==> src/rtl/core/assert_macros.svh <==
// Assertion macros used by the RTL of the name transcoder.
`ifndef ASSERT_MACROS_SVH
`define ASSERT_MACROS_SVH
`ifndef SYNTH
// Same-cycle implication, disabled while reset is low.
`define ASSERT_IMPL(lbl, clk, rstn, ante, cons) \
  lbl: assert property (@(posedge clk) disable iff (!(rstn)) (ante) |-> (cons)) \
    else $error("assertion failed");
// Next-cycle implication, disabled while reset is low.
`define ASSERT_NEXT(lbl, clk, rstn, ante, cons) \
  lbl: assert property (@(posedge clk) disable iff (!(rstn)) (ante) |=> (cons)) \
    else $error("assertion failed");
`else
`define ASSERT_IMPL(lbl, clk, rstn, ante, cons)
`define ASSERT_NEXT(lbl, clk, rstn, ante, cons)
`endif
`endif

==> src/rtl/core/u2l_pkg.sv <==
// Package: types, constants and sizes of the UTF-8 to Latin-1 name transcoder.
`default_nettype none
package u2l_pkg;

  localparam int MAX_CHARS     = 15;
  localparam int PAYLOAD_BYTES = 16;
  localparam int OUT_LIMIT     = 16;
  localparam int OUT_COUNT     = (PAYLOAD_BYTES < OUT_LIMIT) ? PAYLOAD_BYTES : OUT_LIMIT;
  localparam int MEM_DEPTH     = OUT_COUNT;
  localparam int IDX_W         = (MEM_DEPTH > 1) ? $clog2(MEM_DEPTH) : 1;
  localparam int LEN_W         = 5;
  localparam int SUM_W         = 6;

  localparam logic [4:0] PEND_MAX  = 5'd31;
  localparam logic [7:0] CONT_MASK = 8'hC0;
  localparam logic [7:0] CONT_TAG  = 8'h80;
  localparam logic [7:0] ASCII_TOP = 8'h7F;
  localparam logic [7:0] LEAD2_MSK = 8'hE0;
  localparam logic [7:0] LEAD2_TAG = 8'hC0;
  localparam logic [7:0] LEAD3_MSK = 8'hF0;
  localparam logic [7:0] LEAD3_TAG = 8'hE0;
  localparam logic [7:0] LEAD4_MSK = 8'hF8;
  localparam logic [7:0] LEAD4_TAG = 8'hF0;

  typedef enum logic [2:0] {
    ST_OK          = 3'd0,
    ST_EMPTY       = 3'd1,
    ST_TOO_LONG    = 3'd2,
    ST_INVALID     = 3'd3,
    ST_UNSUPPORTED = 3'd4
  } status_t;

  // Decoder state carried between bytes of one name
  typedef struct packed {
    logic [LEN_W-1:0] committed;
    logic [4:0]       pending;
    logic             seen;
    logic             lead;
    logic [4:0]       lead_bits;
    status_t          err;
  } dec_state_t;

  // Payload memory write request
  typedef struct packed {
    logic             en;
    logic [IDX_W-1:0] addr;
    logic [7:0]       data;
  } mem_wr_t;

endpackage
`default_nettype wire

==> src/rtl/core/u2l_in_if.sv <==
// Input channel: at most one UTF-8 byte per transfer, flagged by byte_present.
`default_nettype none
interface u2l_in_if;
  logic       valid;
  logic       ready;
  logic [7:0] in_byte;
  logic       byte_present;
  logic       is_last;

  modport source (output valid, output in_byte, output byte_present, output is_last,
                  input ready);
  modport sink (input valid, input in_byte, input byte_present, input is_last,
                output ready);
endinterface
`default_nettype wire

==> src/rtl/core/u2l_out_if.sv <==
// Result channel: one Latin-1 payload byte per transfer.
`default_nettype none
interface u2l_out_if;
  logic       valid;
  logic       ready;
  logic [7:0] payload_byte;
  logic [3:0] byte_index;
  logic [2:0] status;
  logic       last_out;

  modport source (output valid, output payload_byte, output byte_index, output status,
                  output last_out, input ready);
  modport sink (input valid, input payload_byte, input byte_index, input status,
                input last_out, output ready);
endinterface
`default_nettype wire

==> src/rtl/core/u2l_step.sv <==
// Per-byte decoder: whitespace handling, two-byte decode and length checks.
`default_nettype none
module u2l_step import u2l_pkg::*; (
  input  dec_state_t cur,
  input  logic [7:0] in_byte,
  input  logic       byte_present,
  output dec_state_t nxt,
  output mem_wr_t    wr,
  output status_t    end_status
);

  logic [SUM_W-1:0] sum;
  logic [10:0]      cp;
  logic             is_ws;
  logic             pos_ok;

  always_comb begin
    nxt     = cur;
    wr      = '0;
    sum     = SUM_W'(cur.committed) + SUM_W'(cur.pending);
    cp      = {cur.lead_bits, in_byte[5:0]};
    is_ws   = (in_byte == 8'h20) || ((in_byte >= 8'h09) && (in_byte <= 8'h0D));
    pos_ok  = (sum < SUM_W'(MEM_DEPTH));
    wr.addr = sum[IDX_W-1:0];
    wr.data = in_byte;

    // Decode one byte unless an error already stands
    if (byte_present && (cur.err == ST_OK)) begin
      priority if (cur.lead) begin
        // Continuation byte of a two-byte sequence
        nxt.lead = 1'b0;
        priority if ((in_byte & CONT_MASK) != CONT_TAG) begin
          nxt.err = ST_INVALID;
        end else if (cp < 11'h080) begin
          nxt.err = ST_INVALID;
        end else if (cp > 11'h0FF) begin
          nxt.err = ST_UNSUPPORTED;
        end else if (cur.committed >= LEN_W'(MAX_CHARS)) begin
          nxt.err = ST_TOO_LONG;
        end else begin
          wr.en         = pos_ok;
          wr.data       = cp[7:0];
          nxt.committed = LEN_W'(cur.committed + 1'b1);
        end
      end else if (is_ws) begin
        // Hold trailing whitespace tentatively; drop it before content
        if (cur.seen) begin
          wr.en = pos_ok;
          if (cur.pending != PEND_MAX) begin
            nxt.pending = cur.pending + 5'd1;
          end
        end
      end else begin
        // Content: commit pending whitespace, then take the byte
        nxt.seen = 1'b1;
        if (sum > SUM_W'(MAX_CHARS)) begin
          nxt.err = ST_TOO_LONG;
        end else begin
          nxt.committed = sum[LEN_W-1:0];
          nxt.pending   = '0;
          priority if (in_byte <= ASCII_TOP) begin
            if (sum >= SUM_W'(MAX_CHARS)) begin
              nxt.err = ST_TOO_LONG;
            end else begin
              wr.en         = pos_ok;
              nxt.committed = LEN_W'(sum + 1'b1);
            end
          end else if ((in_byte & LEAD2_MSK) == LEAD2_TAG) begin
            nxt.lead      = 1'b1;
            nxt.lead_bits = in_byte[4:0];
          end else if (((in_byte & LEAD3_MSK) == LEAD3_TAG) ||
                       ((in_byte & LEAD4_MSK) == LEAD4_TAG)) begin
            nxt.err = ST_UNSUPPORTED;
          end else begin
            nxt.err = ST_INVALID;
          end
        end
      end
    end

    // Status of the name if it ends with this item
    priority if (nxt.err != ST_OK) begin
      end_status = nxt.err;
    end else if (!nxt.seen) begin
      end_status = ST_EMPTY;
    end else if (nxt.lead) begin
      end_status = ST_INVALID;
    end else begin
      end_status = ST_OK;
    end
  end

endmodule
`default_nettype wire

==> src/rtl/core/utf8_to_latin1_name_encoder_top.sv <==
// Top level: UTF-8 name to zero-padded Latin-1 payload with status.
//
//   channel | dir | fields                                       | transfer
//   in_ch   | in  | in_byte, byte_present, is_last               | valid && ready
//   out_ch  | out | payload_byte, byte_index, status, last_out   | valid && ready
//
// Input bytes are taken one per cycle while the name is being collected.
// After the last item, the S_READ state does the first payload memory read, then
// OUT_COUNT results follow at up to one per cycle, paced by the single read port.
// Input ready is low while the payload is sent; a stalled result holds.
// Reset clears the control state; the payload memory needs no clearing.
`default_nettype none
`include "assert_macros.svh"
module utf8_to_latin1_name_encoder_top import u2l_pkg::*; (
  input  logic      clk,
  input  logic      rst_n,
  u2l_in_if.sink    in_ch,
  u2l_out_if.source out_ch
);

  typedef enum logic [2:0] {
    S_COLLECT = 3'b001,
    S_READ    = 3'b010,
    S_SEND    = 3'b100
  } fsm_t;

  fsm_t             state_r, state_nxt;
  dec_state_t       dec_r, dec_nxt;
  dec_state_t       step_nxt;
  mem_wr_t          step_wr;
  status_t          step_status;
  status_t          status_r, status_nxt;
  logic [IDX_W-1:0] idx_r, idx_nxt;
  logic [7:0]       payload_mem_r [MEM_DEPTH];
  logic [7:0]       rd_data_r;
  logic             in_xfer;
  logic             out_xfer;
  logic             at_last;
  logic             rd_en;
  logic [IDX_W-1:0] rd_addr;
  logic             in_len;

  u2l_step u_step (
    .cur          (dec_r),
    .in_byte      (in_ch.in_byte),
    .byte_present (in_ch.byte_present),
    .nxt          (step_nxt),
    .wr           (step_wr),
    .end_status   (step_status)
  );

  assign in_ch.ready = (state_r == S_COLLECT);
  assign in_xfer     = in_ch.valid && in_ch.ready;
  assign out_xfer    = out_ch.valid && out_ch.ready;
  assign at_last     = (idx_r == IDX_W'(OUT_COUNT - 1));

  // Read the first entry on entry, then the next one on each transfer
  assign rd_en   = (state_r == S_READ) || ((state_r == S_SEND) && out_ch.ready && !at_last);
  assign rd_addr = (state_r == S_READ) ? idx_r : IDX_W'(idx_r + 1'b1);

  // Payload memory: one write port, one registered read port
  always_ff @(posedge clk) begin
    if (in_xfer && step_wr.en) begin
      payload_mem_r[step_wr.addr] <= step_wr.data;
    end
    if (rd_en) begin
      rd_data_r <= payload_mem_r[rd_addr];
    end
  end

  // Sequence collection and sending
  always_comb begin
    state_nxt  = state_r;
    dec_nxt    = dec_r;
    status_nxt = status_r;
    idx_nxt    = idx_r;
    unique case (state_r)
      S_COLLECT: begin
        if (in_xfer) begin
          dec_nxt = step_nxt;
          if (in_ch.is_last) begin
            status_nxt = step_status;
            idx_nxt    = '0;
            state_nxt  = S_READ;
          end
        end
      end
      S_READ: begin
        state_nxt = S_SEND;
      end
      S_SEND: begin
        if (out_xfer) begin
          if (at_last) begin
            dec_nxt   = '0;
            state_nxt = S_COLLECT;
          end else begin
            idx_nxt = IDX_W'(idx_r + 1'b1);
          end
        end
      end
      default: begin
        state_nxt = S_COLLECT;
      end
    endcase
  end

  always_ff @(posedge clk) begin
    if (!rst_n) begin
      state_r  <= S_COLLECT;
      dec_r    <= '0;
      status_r <= ST_OK;
      idx_r    <= '0;
    end else begin
      state_r  <= state_nxt;
      dec_r    <= dec_nxt;
      status_r <= status_nxt;
      idx_r    <= idx_nxt;
    end
  end

  // Drive the result: zero past the committed length or on any error
  assign in_len              = (SUM_W'(idx_r) < SUM_W'(dec_r.committed));
  assign out_ch.valid        = (state_r == S_SEND);
  assign out_ch.payload_byte = ((status_r == ST_OK) && in_len) ? rd_data_r : 8'h00;
  assign out_ch.byte_index   = 4'(idx_r);
  assign out_ch.status       = status_r;
  assign out_ch.last_out     = at_last;

  `ASSERT_IMPL(a_no_overlap, clk, rst_n, in_ch.ready, !out_ch.valid)
  `ASSERT_NEXT(a_end_reopens, clk, rst_n, out_xfer && out_ch.last_out, in_ch.ready)
  `ASSERT_IMPL(a_err_zero, clk, rst_n, out_ch.valid && (out_ch.status != ST_OK), out_ch.payload_byte == 8'h00)
  `ASSERT_NEXT(a_last_starts, clk, rst_n, in_xfer && in_ch.is_last, (state_r == S_READ) && (idx_r == '0))

endmodule
`default_nettype wire
==> src/flat_wrapper.sv <==
// flat-port wrapper written by rule: the top's interface ports become plain ports
module utf8_to_latin1_name_encoder_top_flat import u2l_pkg::*;
  (clk, rst_n, in_ch_valid, in_ch_in_byte, in_ch_byte_present, in_ch_is_last, in_ch_ready, out_ch_valid, out_ch_payload_byte, out_ch_byte_index, out_ch_status, out_ch_last_out, out_ch_ready);
  u2l_in_if in_ch_i ();
  u2l_out_if out_ch_i ();
  input  logic clk;
  input  logic rst_n;
  input wire logic [$bits(in_ch_i.valid)-1:0] in_ch_valid;
  input wire logic [$bits(in_ch_i.in_byte)-1:0] in_ch_in_byte;
  input wire logic [$bits(in_ch_i.byte_present)-1:0] in_ch_byte_present;
  input wire logic [$bits(in_ch_i.is_last)-1:0] in_ch_is_last;
  output wire logic [$bits(in_ch_i.ready)-1:0] in_ch_ready;
  output wire logic [$bits(out_ch_i.valid)-1:0] out_ch_valid;
  output wire logic [$bits(out_ch_i.payload_byte)-1:0] out_ch_payload_byte;
  output wire logic [$bits(out_ch_i.byte_index)-1:0] out_ch_byte_index;
  output wire logic [$bits(out_ch_i.status)-1:0] out_ch_status;
  output wire logic [$bits(out_ch_i.last_out)-1:0] out_ch_last_out;
  input wire logic [$bits(out_ch_i.ready)-1:0] out_ch_ready;
  assign in_ch_i.valid = in_ch_valid;
  assign in_ch_i.in_byte = in_ch_in_byte;
  assign in_ch_i.byte_present = in_ch_byte_present;
  assign in_ch_i.is_last = in_ch_is_last;
  assign in_ch_ready = in_ch_i.ready;
  assign out_ch_valid = out_ch_i.valid;
  assign out_ch_payload_byte = out_ch_i.payload_byte;
  assign out_ch_byte_index = out_ch_i.byte_index;
  assign out_ch_status = out_ch_i.status;
  assign out_ch_last_out = out_ch_i.last_out;
  assign out_ch_i.ready = out_ch_ready;
  utf8_to_latin1_name_encoder_top u_core (.clk(clk), .rst_n(rst_n), .in_ch(in_ch_i), .out_ch(out_ch_i));
endmodule
==> config.mk <==
export PLATFORM = sky130hd
export DESIGN_NAME = utf8_to_latin1_name_encoder_top_flat
export DESIGN_NICKNAME = d
export VERILOG_FILES = /design/src/rtl/core/u2l_pkg.sv /design/src/rtl/core/u2l_in_if.sv /design/src/rtl/core/u2l_out_if.sv /design/src/rtl/core/u2l_step.sv /design/src/rtl/core/utf8_to_latin1_name_encoder_top.sv /design/src/flat_wrapper.sv
export VERILOG_INCLUDE_DIRS = /design/src /design/src/rtl/core
export SDC_FILE = /design/constraint.sdc
export NUM_CORES = 1
export LEC_CHECK = 0
export BUFFER_PORTS_ARGS = -buffer_cell sky130_fd_sc_hd__clkbuf_2
export CAP_MARGIN = 20
export CORE_MARGIN = 1.5
export CORE_UTILIZATION = 56
export DETAILED_ROUTE_END_ITERATION = 7
export PLACE_DENSITY_LB_ADDON = 0.12
export SLEW_MARGIN = 10
export SYNTH_ARGS = -nofsm -noshare
export SYNTH_HDL_FRONTEND = slang
export SYNTH_SLANG_ARGS = --single-unit
==> constraint.sdc <==
create_clock -name clk -period 3.39 [get_ports clk]
set_clock_uncertainty 0.05 [all_clocks]
set_input_delay 0 -clock clk [delete_from_list [all_inputs] [get_ports clk]]
set_output_delay 0 -clock clk [all_outputs]
set_load 0.02 [all_outputs]
# Yosys cells after proc, flatten, opt, wreduce, memory -nomap -nowiden
# Memories as Yosys holds them, arrays and structs flattened. A register that Yosys moved wholly into a read port is not among the register bits.
# Cells that the tools add are included.
[op_classes] bitwise=0 n_shift=0 reduce_logical=22 eq_ne=30 magnitude_cmp=10 div_mod_pow=0 multipliers=0 addsub=5 muxes=68
[op_table] op="20-bit two-way mux" n=4
[op_table] op="5-bit two-way mux" n=12
[op_table] op="8-bit two-way mux" n=7
[op_table] op="3-bit two-way mux" n=15
[op_table] op="20-bit case mux with 2 select lines" n=1
[op_table] op="3-bit != test (second input constant)" n=9
[op_table] op="6-bit two-way mux" n=4
[op_table] op="2-bit != test (second input constant)" n=12
[op_table] op="10-bit two-way mux" n=2
[op_table] op="4-bit two-way mux" n=5
[op_table] op="5-bit by 1-bit adder with 5-bit output (second input constant)" n=3
[op_table] op="1-bit two-way mux" n=14
[op_table] op="11-bit by 8-bit > comparator with 1-bit output (second input constant)" n=1
[op_table] op="11-bit by 8-bit less-than comparator with 1-bit output (second input constant)" n=1
[op_table] op="11-bit AND reduction" n=1
[op_table] op="10-bit AND reduction" n=1
[op_table] op="3-bit case mux with 3 select lines" n=1
[op_table] op="9-bit AND reduction" n=1
[op_table] op="4-bit equality test (second input constant)" n=2
[op_table] op="8-bit by 6-bit equality test with 1-bit output (second input constant)" n=1
[op_table] op="8-bit by 4-bit >= comparator with 1-bit output (second input constant)" n=1
[op_table] op="8-bit by 4-bit <= comparator with 1-bit output (second input constant)" n=1
[op_table] op="8-bit by 7-bit <= comparator with 1-bit output (second input constant)" n=1
[op_table] op="4-bit case mux with 2 select lines" n=1
[op_table] op="other kinds (22)" n=34
[word_totals] regBits=30 inputBits=14 latch_bits=0 mem_count=1 ram_bits=128 mem_bits_ro=0
[memory_table] name="u_core.payload_mem_r" depth=16 word_bits=8 rd=1 rd_ports_with_merged_regs=1 wr=1 line="utf8_to_latin1_name_encoder_top.sv:34" text="logic [7:0] payload_mem_r [MEM_DEPTH];"

# Depth between registers and ports, before layout
[logic_depth] word_depth=12 depth_mapped=11 ltp_nobuf=11

# By module
# Synthesis repeated with hierarchy kept, for this count alone.
[unflattened] hier_cells=736 hier_area_um2=9152.5
[by_module_without_submodules] module="utf8_to_latin1_name_encoder_top" seq_area_each_um2=4684.5 area_each_um2=8018.9 cells_each=573 n_inst=1
[by_module_without_submodules] module="u2l_step" seq_area_each_um2=0.0 area_each_um2=1133.6 cells_each=163 n_inst=1

# Worst setup path after synthesis
# OpenSTA, ideal clock, no wires.
[synth_path] path_kind="register -> register" start="reg u_core.dec_r[15] (netlist name)" end="mem u_core.payload_mem_r[3][0] (enable)" path_stages_with_launch=10 period_less_slack_ps=3551 setup_time_ps=395 slack_ps=-161 arrival_ps=3106 t_required_ps=2945 path_cell_list="dfxtp_1 ha_1 inv_1 fa_1 inv_1 ha_1 a311o_2 a311o_1 buf_6 nor4_1"
[synth_between] elab_chain_cells=11
[synth_rtl] item="from (decl)" line="utf8_to_latin1_name_encoder_top.sv:28" text="dec_state_t dec_r, dec_nxt;"
[synth_rtl] item="from (signal assigned)" line="utf8_to_latin1_name_encoder_top.sv:115" text="dec_r <= dec_nxt;"
[synth_rtl] item="5-bit by 5-bit adder with 6-bit output" line="u2l_step.sv:20" text="sum = SUM_W'(cur.committed) + SUM_W'(cur.pending);"
[synth_rtl] item="6-bit by 5-bit less-than comparator with 1-bit output or 6-bit by 4-bit >= comparator with 1-bit output (tied branches)" line="u2l_step.sv:23, u2l_step.sv:62"
[synth_rtl] item="1-bit two-way mux, on equally long branches" line="u2l_step.sv:62, u2l_step.sv:38"
[synth_rtl] item="1-bit two-way mux, on equally long branches" line="u2l_step.sv:61, u2l_step.sv:36"
[synth_rtl] item="1-bit two-way mux, on equally long branches" line="u2l_step.sv:56, u2l_step.sv:34"
[synth_rtl] item="1-bit two-way mux, on equally long branches" line="u2l_step.sv:45, u2l_step.sv:32"
[synth_rtl] item="1-bit two-way mux" line="u2l_step.sv:29" text="priority if (cur.lead) begin"
[synth_rtl] item="1-bit two-way mux" line="u2l_step.sv:28" text="if (byte_present && (cur.err == ST_OK)) begin"
[synth_rtl] item="1-bit logical AND" line="utf8_to_latin1_name_encoder_top.sv:63" text="if (in_xfer && step_wr.en) begin"
[synth_rtl] item="1-bit two-way mux" line="utf8_to_latin1_name_encoder_top.sv:63"
[synth_rtl] item="1-bit two-way mux (implied by the code)" line="utf8_to_latin1_name_encoder_top.sv:64" text="payload_mem_r[step_wr.addr] <= step_wr.data;"
[synth_rtl] item="to (decl)" line="utf8_to_latin1_name_encoder_top.sv:34"
# Several ways; a longest one is shown, not always the timed one.

# Worst setup path in the final report
[layout_path] start="reg u_core.dec_r[10] (netlist name)" end="mem u_core.payload_mem_r[1][5] (enable)"
[layout_between] elab_chain_cells=11
[layout_rtl] item="5-bit by 5-bit adder with 6-bit output (*)" line="u2l_step.sv:20"
[layout_rtl] item="6-bit by 5-bit less-than comparator with 1-bit output or 6-bit by 4-bit >= comparator with 1-bit output (tied branches)" line="u2l_step.sv:23, u2l_step.sv:62"
[layout_rtl] item="1-bit two-way mux, on equally long branches" line="u2l_step.sv:62, u2l_step.sv:38"
[layout_rtl] item="1-bit two-way mux, on equally long branches" line="u2l_step.sv:61, u2l_step.sv:36"
[layout_rtl] item="1-bit two-way mux, on equally long branches" line="u2l_step.sv:56, u2l_step.sv:34"
[layout_rtl] item="1-bit two-way mux, on equally long branches" line="u2l_step.sv:45, u2l_step.sv:32"
[layout_rtl] item="1-bit two-way mux" line="u2l_step.sv:29"
[layout_rtl] item="1-bit two-way mux" line="u2l_step.sv:28"
[layout_rtl] item="1-bit logical AND" line="utf8_to_latin1_name_encoder_top.sv:63"
[layout_rtl] item="1-bit two-way mux" line="utf8_to_latin1_name_encoder_top.sv:63"
[layout_rtl] item="1-bit two-way mux (implied by the code)" line="utf8_to_latin1_name_encoder_top.sv:64"
# Mark *: on every way between the ends. The rest lies on a longest branch, timed or not.

==> results.tsv <==
stage	metric	value	unit
global_routing	grt_pass1_vias	4503	
placed_design	dpl_worst_slack	0.0638	ns
timing	finalSetupViolations	0	
global_routing	grtUsageTotal	0.251	
global_routing	grt_max_degree	36	
setup_path	end_kind	flop	
yosys	ys_seq_area_frac	0.617	
timing	fin_ws	0.183	ns
cells_and_area	syn_to_final_growth	15.9	%
clock_tree	root_buffer	clkbuf_16	
power_and_ir_drop	p_int	0.00356	W
clock_tree	clkTransAtPathRegs	0.06	ns
yosys	yosysWarnings	0	
yosys	synth-edff-count	136	
yosys	syn_nets	564	
cells_and_area	n_antenna_cell	0	
placed_design	io_buffers	31	
yosys	synth-seq-cells	166	
cells_and_area	drive_above_1_share	0.241	
global_routing	grt_antenna_before_repair	0	
drt	drt-initial-drc-count	400	
timing	rsz0062_at_grt	no	
yosys	avgSynthCellArea	14.3	um^2
clock_tree	h-tree-depth	4	
yosys	synth_area	7600	um^2
clock_tree	tritoncts	yes	
yosys	synthDistinctLibCells	66	
power_and_ir_drop	pwr-share-seq	0.505	
timing	finalCriticalPeriod	3.21	ns
yosys	synth_common_cells	edfxtp_1 (136), nand2_1 (35), mux4_2 (32)	
yosys	synthArstFlopShare	0	
setup_path	critical_path.max_fanout	8	
cells_and_area	nFillCells	955	
setup_path	required	3.46	ns
timing	clock.fmax	312	MHz
setup_path	cp.arrival	3.28	ns
power_and_ir_drop	vdd_ir_drop_max	0.000334	V
timing	finalSetupTns	0	ns
timing	maxSlewHeadroom	0.465	
clock_tree	cts.sinks	166	
yosys	synth.top_cell.area_share	0.538	
power_and_ir_drop	power_frac_comb	0.041	
power_and_ir_drop	swShare	0.190	
floorplanning	fp.dieW	119	um
drt	drc	0	
clock_tree	numCtsBuffers	17	
drt	wl_per_cell	21.2	um
timing	slew_viol_final	0	
cells_and_area	final_util	0.665	
clock_tree	postCtsSetupBuffers	0	
floorplanning	die_area	14300	um^2
power_and_ir_drop	power_density	499	nW/um^2
floorplanning	core	13200	um^2
floorplanning	ioPinCount	32	
setup_path	setup.worst_path.start_class	flop	
timing	final_hold_viol_count	0	
floorplanning	initial_core_util	0.574	
global_routing	grt_overflow	0	
drt	dr.pass1.iters	5	
worst_hold_path	hp-class	input port to flop	
timing	tightestPinTransition	0.797	ns
cells_and_area	final_nets	632	
yosys	synth_area_leaders	edfxtp_1 (54%), mux4_2 (9.5%), dfxtp_1 (7.9%)	
power_and_ir_drop	p_sw	0.000833	W
floorplanning	rows	42	
drt	routed_via_density	5.96	
yosys	synth_largest_area_cell	edfxtp_1	
global_routing	grt_pass1_wl	26000	um
drt	via_count	4692	
setup_path	slowest_delay	0.50	ns
timing	fin_crit_sh	0.946	
flow_run	cap_violations	0	
placed_design	dp_hpwl	11800	um
status	status	finished, final reports clean	
timing	hold_slack	0.0521	ns
yosys	yosysMostFrequentCell	edfxtp_1	
floorplanning	die_y	119	um
drt	wirelength	16700	um
clock_tree	clk_path_buf_depth	2	
power_and_ir_drop	clkPwrFrac	0.454	
drt	final_antenna_net_count	0	
setup_path	cp_cell_sequence	ha_1, inv_1, fa_1, inv_1, ha_1, a311o_2, a311o_2, buf_4, nor4_1, buf_4	
power_and_ir_drop	p_leak	3.38	nW
setup_path	cp_slowest_cell	fa_1	
placed_design	gp_congestion	0.946	
yosys	synth_flop_cell	edfxtp_1	
yosys	syn_inst	532	
clock_tree	clk_latency	0.41	ns
setup_path	worst-setup-path-type	flop to flop	
-- layout make-up --
class                   instances  area [um^2]  area share
clock inverters                11          181      0.0206
well taps                     176          220      0.0250
multi-input cells             324         2750       0.312
repair buffers                 68          450      0.0511
inverters                      23         86.3     0.00980
flip-flops and latches        166         4680       0.532
clock buffers                  19          433      0.0492
-- per-stage QoR --
step                      instance area, um^2  total power (W)  instances
final                                    8810          0.00440        787
after global routing                     8810          0.00451        787
after CTS                                8800          0.00442        787
after detailed placement                 8170          0.00244        755
after global placement                   8170          0.00244        755
after floorplan                          7600          0.00236        532
-- power groups by stage --
stage / Combinational [W] / Clock (W) / Sequential (W)
final: 0.000180 / 0.00200 / 0.00222
after global routing: 0.000194 / 0.00210 / 0.00222
after CTS: 0.000179 / 0.00202 / 0.00222
after detailed placement: 0.000177 / 0 / 0.00226
after global placement: 0.000175 / 0 / 0.00226
after floorplan: 0.0000913 / 0 / 0.00227
-- flip-flops by register name, summed over array words and instances (netlist names) --
| name | cells |
|---|---|
| u_core.dec_r | 20 |
| u_core.rd_data_r | 8 |
| u_core.state_r | 3 |
| u_core.out_ch.byte_index | 4 |
| u_core.out_ch.status | 3 |
| u_core.payload_mem_r | 128 |
-- critical path, delay by kind of cell (launching register included) --
| family | cells | cell delay, ns |
|---|---|---|
| simple gates | 1 | 0.22 |
| buf+inv | 4 | 0.55 |
| fa+ha+maj | 3 | 0.92 |
| flops | 1 | 0.39 |
| compound gates | 2 | 0.79 |
-- layer usage --
metal | track usage | part of all wire
met2 | 0.406 | 0.49
met3 | 0.0556 | 0.053
met5 | 0 | 0
met1 | 0.334 | 0.43
met4 | 0.0975 | 0.029
-- worst paths after layout --
check	startpoint	endpoint	slack, ns	depth (start not counted)
min reg2reg	u_core.dec_r[12]	u_core.dec_r[12]	0.47	2
min	in_ch_valid	u_core.state_r[1]	0.05	3
max reg2reg	u_core.dec_r[10]	u_core.payload_mem_r[1][5]	0.18	10
max	u_core.dec_r[10]	u_core.payload_mem_r[1][5]	0.18	10
-- layout by cell type, fill, tap and decap left out, drive strengths merged, types with 6 or more instances in the layout --
master	netlist	layout
a21oi	15	15
and2	17	17
and3	7	7
buf	9	35
clkbuf	10	50
dfxtp	30	30
edfxtp	136	136
ha	17	17
inv	23	24
mux2i	30	30
mux4	32	32
nand2	35	35
nand3	10	10
nand3b	6	6
nor2	31	31
nor2b	8	8
nor3	14	14
o21a	6	6
o21ai	24	24
-- repair_timing --
action,CTS,global route
hold buffers,2,0
setup endpoints to repair,0,64
gates resized for setup,0,5
endpoints found under the hold margin,4,0
-- logic make-up after synthesis --
kind of cell / Yosys count / share of synthesized area
adder cells (fa/ha/maj): 18 / 0.0306
multiplexers: 62 / 0.135
AND/OR/NAND/NOR: 158 / 0.114
flip-flops: 166 / 0.617
XOR/XNOR: 8 / 0.0102
AO/OA/AOI/OAI: 78 / 0.0697
buffers and inverters: 42 / 0.0240
Note: power is estimated with default switching activity, not from simulation.
